## src/rtl/core/ps2s2a_pkg.sv

```systemverilog
`default_nettype none

package ps2s2a_pkg;

  localparam logic [7:0] SC_LSHIFT   = 8'h12;
  localparam logic [7:0] SC_CAPS     = 8'h58;
  localparam logic [7:0] SC_RSHIFT   = 8'h59;
  localparam logic [7:0] SC_BREAK    = 8'hF0;
  localparam logic [7:0] SC_TABLE_N  = 8'h84;
  localparam logic [7:0] CASE_OFFSET = 8'd32;
  localparam logic [7:0] CHAR_LO_A   = 8'h61;
  localparam logic [7:0] CHAR_LO_Z   = 8'h7A;
  localparam logic [7:0] CHAR_UP_A   = 8'h41;
  localparam logic [7:0] CHAR_UP_Z   = 8'h5A;

  // Keyboard modifier and prefix flags carried from one byte to the next.
  typedef struct packed {
    logic shift;
    logic caps;
    logic brk;
  } flags_t;

  // Scancode set 2 make code to character. Codes past the table give zero.
  // F1-F12 map to 201-212.
  function automatic logic [7:0] key_map(input logic [7:0] code);
    logic [7:0] ch;
    ch = 8'h00;
    unique case (code)
      8'h01: ch = 8'd209;
      8'h03: ch = 8'd205;
      8'h04: ch = 8'd203;
      8'h05: ch = 8'd201;
      8'h06: ch = 8'd202;
      8'h07: ch = 8'd212;
      8'h09: ch = 8'd210;
      8'h0A: ch = 8'd208;
      8'h0B: ch = 8'd206;
      8'h0C: ch = 8'd204;
      8'h0D: ch = 8'h09;
      8'h0E: ch = 8'h60;
      8'h15: ch = "q";
      8'h16: ch = "1";
      8'h1A: ch = "z";
      8'h1B: ch = "s";
      8'h1C: ch = "a";
      8'h1D: ch = "w";
      8'h1E: ch = "2";
      8'h21: ch = "c";
      8'h22: ch = "x";
      8'h23: ch = "d";
      8'h24: ch = "e";
      8'h25: ch = "4";
      8'h26: ch = "3";
      8'h29: ch = 8'h20;
      8'h2A: ch = "v";
      8'h2B: ch = "f";
      8'h2C: ch = "t";
      8'h2D: ch = "r";
      8'h2E: ch = "5";
      8'h31: ch = "n";
      8'h32: ch = "b";
      8'h33: ch = "h";
      8'h34: ch = "g";
      8'h35: ch = "y";
      8'h36: ch = "6";
      8'h3A: ch = "m";
      8'h3B: ch = "j";
      8'h3C: ch = "u";
      8'h3D: ch = "7";
      8'h3E: ch = "8";
      8'h41: ch = 8'h2C;
      8'h42: ch = "k";
      8'h43: ch = "i";
      8'h44: ch = "o";
      8'h45: ch = "0";
      8'h46: ch = "9";
      8'h49: ch = 8'h2E;
      8'h4A: ch = 8'h2F;
      8'h4B: ch = "l";
      8'h4C: ch = 8'h3B;
      8'h4D: ch = "p";
      8'h4E: ch = 8'h2D;
      8'h52: ch = 8'h27;
      8'h54: ch = 8'h5B;
      8'h55: ch = 8'h3D;
      8'h5A: ch = 8'h0A;
      8'h5B: ch = 8'h5D;
      8'h5D: ch = 8'h5C;
      8'h66: ch = 8'h08;
      8'h69: ch = "1";
      8'h6B: ch = "4";
      8'h6C: ch = "7";
      8'h70: ch = "0";
      8'h71: ch = 8'h2E;
      8'h72: ch = "2";
      8'h73: ch = "5";
      8'h74: ch = "6";
      8'h75: ch = "8";
      8'h76: ch = 8'h1B;
      8'h78: ch = 8'd211;
      8'h79: ch = 8'h2B;
      8'h7A: ch = "3";
      8'h7B: ch = 8'h2D;
      8'h7C: ch = 8'h2A;
      8'h7D: ch = "9";
      8'h83: ch = 8'd207;
      default: ch = 8'h00;
    endcase
    return ch;
  endfunction

endpackage

`default_nettype wire

```

## src/rtl/core/ps2s2a_decode.sv

```systemverilog
`default_nettype none

// Combinational decode of one scancode byte against the current flags.
module ps2s2a_decode (
  input  wire logic [7:0]       scan_byte,
  input  ps2s2a_pkg::flags_t    flags,
  output ps2s2a_pkg::flags_t    flags_nxt,
  output logic                  emit,
  output logic [7:0]            char_code
);

  logic       is_shift;
  logic [7:0] raw_ch;
  logic       is_lower;

  assign is_shift = (scan_byte == ps2s2a_pkg::SC_LSHIFT) ||
                    (scan_byte == ps2s2a_pkg::SC_RSHIFT);
  assign raw_ch   = ps2s2a_pkg::key_map(scan_byte);
  assign is_lower = (raw_ch >= ps2s2a_pkg::CHAR_LO_A) && (raw_ch <= ps2s2a_pkg::CHAR_LO_Z);

  always_comb begin
    flags_nxt = flags;
    emit      = 1'b0;
    priority if (scan_byte == ps2s2a_pkg::SC_BREAK) begin
      flags_nxt.brk = 1'b1;
    end else if (flags.brk) begin
      flags_nxt.brk = 1'b0;
      if (is_shift) begin
        flags_nxt.shift = 1'b0;
      end
    end else if (is_shift) begin
      flags_nxt.shift = 1'b1;
    end else if (scan_byte == ps2s2a_pkg::SC_CAPS) begin
      flags_nxt.caps = ~flags.caps;
    end else begin
      emit = 1'b1;
    end
  end

  // The table already returns zero for codes at or past its end.
  assign char_code = ((flags.shift || flags.caps) && is_lower) ?
                     (raw_ch - ps2s2a_pkg::CASE_OFFSET) : raw_ch;

endmodule

`default_nettype wire

```

## src/rtl/core/ps2_set2_scancode_to_ascii.sv

```systemverilog
`default_nettype none

// PS/2 scancode set 2 to ASCII decoder. Each input transaction carries one raw
// keyboard byte; the block tracks shift, caps lock and a pending break prefix.
// Make codes of ordinary keys produce one output transaction with the character
// (F1-F12 come out as 201-212, unmapped codes as zero), uppercased for a-z while
// shift or caps lock is active, together with the shift and caps flags. The
// break prefix F0h, the byte that follows it, shift makes and the caps lock make
// produce no output transaction. Extended E0h codes are not interpreted. The
// block is two registers deep: an input register holds the byte, the table
// lookup and flag update sit between it and the output register. It accepts
// one byte every clock cycle while no stall holds it back: a stalled output
// register with an undelivered result keeps a byte that would produce a further
// result in the input register, and no new byte is accepted until it moves on.
module ps2_set2_scancode_to_ascii (
  input  wire logic       clk,
  input  wire logic       rst_n,
  input  wire logic       in_valid,
  output logic            in_ready,
  input  wire logic [7:0] in_scan_byte,
  output logic            out_valid,
  input  wire logic       out_ready,
  output logic [7:0]      out_char_code,
  output logic            out_shift_active,
  output logic            out_caps_active
);

  // Input register.
  logic       s1_valid_r;
  logic [7:0] s1_byte_r;

  // Keyboard flags, updated when the byte in the input register is consumed.
  ps2s2a_pkg::flags_t flags_r;
  ps2s2a_pkg::flags_t flags_nxt;

  // Output register.
  logic       out_valid_r;
  logic [7:0] out_char_r;
  logic       out_shift_r;
  logic       out_caps_r;

  logic       emit;
  logic [7:0] char_code;
  logic       out_free;
  logic       s1_adv;

  ps2s2a_decode u_decode (
    .scan_byte (s1_byte_r),
    .flags     (flags_r),
    .flags_nxt (flags_nxt),
    .emit      (emit),
    .char_code (char_code)
  );

  // A byte that produces nothing leaves the input register at once; one that
  // produces a result waits for the output register to be free or draining.
  assign out_free = !out_valid_r || out_ready;
  assign s1_adv   = s1_valid_r && (!emit || out_free);
  assign in_ready = !s1_valid_r || s1_adv;

  always_ff @(posedge clk) begin
    if (!rst_n) begin
      s1_valid_r  <= 1'b0;
      flags_r     <= '0;
      out_valid_r <= 1'b0;
    end else begin
      if (in_ready) begin
        s1_valid_r <= in_valid;
      end
      if (s1_adv) begin
        flags_r <= flags_nxt;
      end
      if (out_free) begin
        out_valid_r <= s1_adv && emit;
      end
    end
  end

  always_ff @(posedge clk) begin
    if (in_valid && in_ready) begin
      s1_byte_r <= in_scan_byte;
    end
    if (s1_adv && emit) begin
      out_char_r  <= char_code;
      out_shift_r <= flags_nxt.shift;
      out_caps_r  <= flags_nxt.caps;
    end
  end

  assign out_valid        = out_valid_r;
  assign out_char_code    = out_char_r;
  assign out_shift_active = out_shift_r;
  assign out_caps_active  = out_caps_r;

  // A consumed break prefix must leave the break flag armed.
  assert property (@(posedge clk) disable iff (!rst_n)
    (s1_adv && (s1_byte_r == ps2s2a_pkg::SC_BREAK)) |=> flags_r.brk)
    else $error("break prefix did not arm the break flag");

  // The byte after a break prefix never yields a result.
  assert property (@(posedge clk) disable iff (!rst_n)
    (s1_adv && flags_r.brk) |-> !emit)
    else $error("break code produced a result");

  // An uppercase letter only appears while shift or caps lock is active.
  assert property (@(posedge clk) disable iff (!rst_n)
    (out_valid && (out_char_code >= ps2s2a_pkg::CHAR_UP_A) &&
     (out_char_code <= ps2s2a_pkg::CHAR_UP_Z)) |-> (out_shift_active || out_caps_active))
    else $error("uppercase letter without shift or caps lock");

  // With both registers empty the block must take a new transaction.
  assert property (@(posedge clk) disable iff (!rst_n)
    (!s1_valid_r && !out_valid_r) |-> in_ready)
    else $error("idle block refused a transaction");

endmodule

`default_nettype wire

```

## config.mk

```make
export PLATFORM = sky130hd
export DESIGN_NAME = ps2_set2_scancode_to_ascii
export DESIGN_NICKNAME = d
export VERILOG_FILES = /design/src/rtl/core/ps2s2a_pkg.sv /design/src/rtl/core/ps2s2a_decode.sv /design/src/rtl/core/ps2_set2_scancode_to_ascii.sv
export SDC_FILE = /design/constraint.sdc
export NUM_CORES = 1
export LEC_CHECK = 0
export ABC_AREA = 0
export BUFFER_PORTS_ARGS = -buffer_cell sky130_fd_sc_hd__buf_2
export CORE_UTILIZATION = 45
export DETAILED_ROUTE_END_ITERATION = 7
export HOLD_SLACK_MARGIN = 0.15
export MAX_ROUTING_LAYER = met4
export SLEW_MARGIN = 40
export SYNTH_ARGS = -nofsm -noshare
export SYNTH_HDL_FRONTEND = slang
export SYNTH_SLANG_ARGS = --single-unit
```

## constraint.sdc

```tcl
create_clock -name clk -period 5.2 [get_ports clk]
set_input_delay 0.26 -clock clk [delete_from_list [all_inputs] [get_ports clk]]
set_output_delay 0.26 -clock clk [all_outputs]
set_load 0.02 [all_outputs]
```

==> impl_metrics.py <==
metrics = {
    "floorplanning": {
        "initial_utilization": 0.4646,
        "die_area_sq_um": 7315,
        "design.portCount": 24,
        "chipWidth_microns": 85.53,
        "placement_rows": 30,
        "dieHeight_microns": 85.53,
        "core_area_sq_um": 6756,
    },
    "worst_setup_path": {
        "critPathLaunch": "s1_byte_r[2]",
        "worstSetupStartpointType": "register",
        "data_arrival_time_of_the_critical_path_ns": 4.13,
        "category_of_the_worst_setup_path_capture_point": "register",
        "worst-endpoint-required_ns": 5.35,
        "setup.worst_path.class": "reg -> reg",
        "ff2ff_setup_slack_ns": 1.21,
        "reg2reg_from": "s1_byte_r[2]",
        "cp_max_fo": 38,
    },
    "synth": {
        "syn_inst": 393,
        "netlist_area_before_placement_sq_um": 3139,
        "synth_cell_type_count": 70,
        "synth_ff_type": "sky130_fd_sc_hd__edfxtp_1",
        "syn-mean-instance-area_sq_um": 7.988,
        "synth_seq_area_share": 0.2551,
        "synthesis.yosys.warnings": 0,
        "synth_nets": 413,
        "ys_async_sr_fraction": 0,
        "synth_seq_cells": 31,
        "synth_edf_count": 18,
    },
    "clock_network": {
        "clk_root_buffer_cell": "sky130_fd_sc_hd__clkbuf_8",
        "clk_transition_reported_paths_ns": 0.07,
        "clock_sink_count": 31,
        "cts_max_level": 2,
        "tritoncts.num_buffers": 5,
        "cts_buffer_depth": 2,
        "cts_hold_buf": 0,
        "post_cts_resize_count": 0,
        "clkLatencyLatePin_ns": 0.28,
        "cts_post_setup_buffers_inserted": 0,
        "tritoncts": "yes",
    },
    "finish": {
        "drive_gt1_frac": 0.1404,
        "antenna_cells": 0,
        "nNetsFinal": 418,
        "layout-area-overhead-vs-synth_pct": 7.533,
        "utilization": 0.4996,
    },
    "global_route": {
        "grt_antenna_before_repair": 0,
        "overflow": 0,
        "grt_start_max_net_pins": 39,
        "grtUsageTotal": 0.2849,
        "grt_pass1_vias": 3012,
        "first_pass_grt_wire_length_mm": 15.81,
    },
    "job": {
        "maxCapViolations": 0,
    },
    "sta": {
        "period_needed_ns": 3.988,
        "final.setup.worst_slack_ns": 1.212,
        "clock-skew-final_ns": 0.006727,
        "actual_slew_at_the_worst_max_slew_pin_ns": 0.8335,
        "timing.final.max_slew_violations": 0,
        "timing_hold_violations_final": 0,
        "tns_ns": 0,
        "grt_setup_unrepaired": "no",
        "timing.slew.headroom": 0.4284,
        "number_of_setup_violations_in_the_final_report": 0,
        "clock.fmax_mhz": 250.8,
        "final_min_period_over_clock_period": 0.7669,
    },
    "power": {
        "cellPowerDensity_nw_per_um2": 237.3,
        "vdd.ir_drop.worst_v": 0.00009982,
        "static_leakage_nw": 1.294,
    },
    "placement": {
        "place.gp.congestion": 1.026,
        "detailedPlace.worstSlack_ns": 1.295,
        "detailedPlacementHpwl_mm": 6.742,
        "numPortBuffers": 23,
    },
    "hold_path": {
        "worstHoldStart": "in_scan_byte[7]",
        "hold_path_class": "in -> reg",
    },
    "route": {
        "initialDrtViolationCount": 497,
        "route.vias.total": 3247,
        "avgRoutedWirePerCell_microns": 20.41,
        "firstDrtPassIters": 6,
        "routed_wirelength_mm": 9.774,
        "post-route-drc-count": 0,
        "avgViaCountPerCell": 6.779,
        "antenna_violating_nets_post_route": 0,
    },
    "run_status": {
        "outcome": "finished clean",
    },
}
[Yosys cell counts (3+ instances only)]
| library cell | count | area share |
|---|---|---|
| sky130_fd_sc_hd__nand2b_1 | 9 | 0.018 |
| sky130_fd_sc_hd__inv_1 | 10 | 0.012 |
| sky130_fd_sc_hd__or3_1 | 4 | 0.0080 |
| sky130_fd_sc_hd__o2111ai_1 | 3 | 0.0084 |
| sky130_fd_sc_hd__edfxtp_1 | 18 | 0.17 |
| sky130_fd_sc_hd__nor2_1 | 34 | 0.041 |
| sky130_fd_sc_hd__o22ai_1 | 4 | 0.0080 |
| sky130_fd_sc_hd__mux2_2 | 7 | 0.025 |
| sky130_fd_sc_hd__nand3b_1 | 3 | 0.0072 |
| sky130_fd_sc_hd__nor2b_1 | 11 | 0.022 |
| sky130_fd_sc_hd__a21oi_1 | 29 | 0.046 |
| sky130_fd_sc_hd__a211oi_1 | 9 | 0.022 |
| sky130_fd_sc_hd__clkbuf_1 | 19 | 0.023 |
| sky130_fd_sc_hd__nand3_1 | 11 | 0.018 |
| sky130_fd_sc_hd__o31ai_1 | 5 | 0.012 |
| sky130_fd_sc_hd__dfxtp_1 | 13 | 0.083 |
| sky130_fd_sc_hd__nor3_1 | 10 | 0.016 |
| sky130_fd_sc_hd__buf_2 | 11 | 0.018 |
| sky130_fd_sc_hd__a31oi_1 | 11 | 0.022 |
| sky130_fd_sc_hd__a22oi_1 | 3 | 0.0072 |
| sky130_fd_sc_hd__nand2_1 | 35 | 0.042 |
| sky130_fd_sc_hd__nor3b_1 | 4 | 0.0096 |
| sky130_fd_sc_hd__a311oi_1 | 5 | 0.014 |
| sky130_fd_sc_hd__nor4b_1 | 3 | 0.0084 |
| sky130_fd_sc_hd__mux2i_1 | 25 | 0.080 |
| sky130_fd_sc_hd__o21ai_0 | 17 | 0.027 |
| sky130_fd_sc_hd__xor2_1 | 3 | 0.0084 |
| sky130_fd_sc_hd__a21o_1 | 4 | 0.0096 |
| sky130_fd_sc_hd__o211ai_1 | 7 | 0.017 |
| sky130_fd_sc_hd__ha_1 | 8 | 0.032 |
| sky130_fd_sc_hd__a21boi_0 | 3 | 0.0072 |
[kinds of logic after synthesis]
family	synth area share
AO/OA/AOI/OAI	0.2926
AND/OR/NAND/NOR	0.2276
multiplexers	0.1188
adder cells (fa/ha/maj)	0.03189
XOR/XNOR	0.01116
flip-flops	0.2551
buffers and inverters	0.06297
[final timing paths]
path                         to  cells past startpoint
max          u_decode.raw_ch[2]                     11
min                s1_byte_r[7]                      1
max reg2reg  u_decode.raw_ch[2]                     11
min reg2reg    out_char_code[0]                      0
[report_power, final]
part / leakage [nW] / internal [mW] / switching (mW)
clock: 0.0556 / 0.140 / 0.0938
combinational: 0.959 / 0.0956 / 0.177
sequential: 0.279 / 0.280 / 0.0150
total: 1.29 / 0.516 / 0.285
[stage by stage]
step | power (mW) | area (sq um) | cells | hold WS [ns]
after floorplan | 0.4917 | 3139 | 393 | 0.3589
after global placement | 0.5655 | 3254 | 470 | 0.4350
after detailed placement | 0.5630 | 3268 | 471 | 0.4399
after CTS | 0.7953 | 3376 | 479 | 0.1814
after global routing | 0.8407 | 3376 | 479 | 0.1748
final | 0.8012 | 3376 | 479 | 0.1879
[flip-flops by register name, indices dropped and copies added, names as in the netlist]
signal,flops
out_char_code,8
s1_byte_r,8
u_decode.raw_ch,8
flags_r,3
out_caps_active,1
out_shift_active,1
out_valid,1
s1_valid_r,1
[layout make-up]
class / instances / area (sq um)
fill: 666 / 3381
clock inverter: 3 / 38.79
multi-input combinational: 317 / 2150
sequential: 31 / 800.8
inverter: 12 / 45.04
tap: 80 / 100.1
clock buffer: 5 / 68.82
timing repair buffer: 31 / 172.7
[layout by cell type, fill, tap and decap left out, drive strengths merged, types with 3 or more instances in the layout]
cell     Yosys  final
nand3b       3      3
a21oi       29     29
edfxtp      18     18
o22ai        4      4
nor4b        3      3
nor3        10     10
mux2i       26     26
or3          4      4
dfxtp       13     13
a31oi       11     11
a21boi       3      3
o31ai        6      6
xor2         3      3
nand2b       9      9
mux2         9      9
ha           8      8
inv         12     12
nand2       35     35
a22oi        3      3
nor2b       11     11
o211ai       7      7
nand3       11     11
a2111oi      3      3
o21ai       17     17
nor2        34     34
o311ai       4      4
clkbuf      19      5
buf         14     31
a21o         4      4
a211oi       9      9
nor3b        4      4
o2111ai      3      3
a311oi       5      5
[critical path: stages, from the launching register on]
cell and delay [ns]:
sky130_fd_sc_hd__edfxtp_1 0.67, sky130_fd_sc_hd__nor2b_1 0.35, sky130_fd_sc_hd__o2111a_1 0.32, sky130_fd_sc_hd__o31ai_4 0.10, sky130_fd_sc_hd__inv_2 0.11, sky130_fd_sc_hd__buf_4 0.43, sky130_fd_sc_hd__mux2_4 0.47, sky130_fd_sc_hd__inv_2 0.37
sky130_fd_sc_hd__mux2i_1 0.22, sky130_fd_sc_hd__o21ai_0 0.14, sky130_fd_sc_hd__a2111oi_0 0.56, sky130_fd_sc_hd__a311oi_1 0.09
[layer usage]
layer,part of all wire,up-vias,GRT usage
met4,0.039,0,0.1470
met2,0.46,188,0.4327
met5,0,-,-
met1,0.41,1514,0.3711
li1,-,1513,-
met3,0.086,32,0.03754
Power figures use the tool's default switching activity.
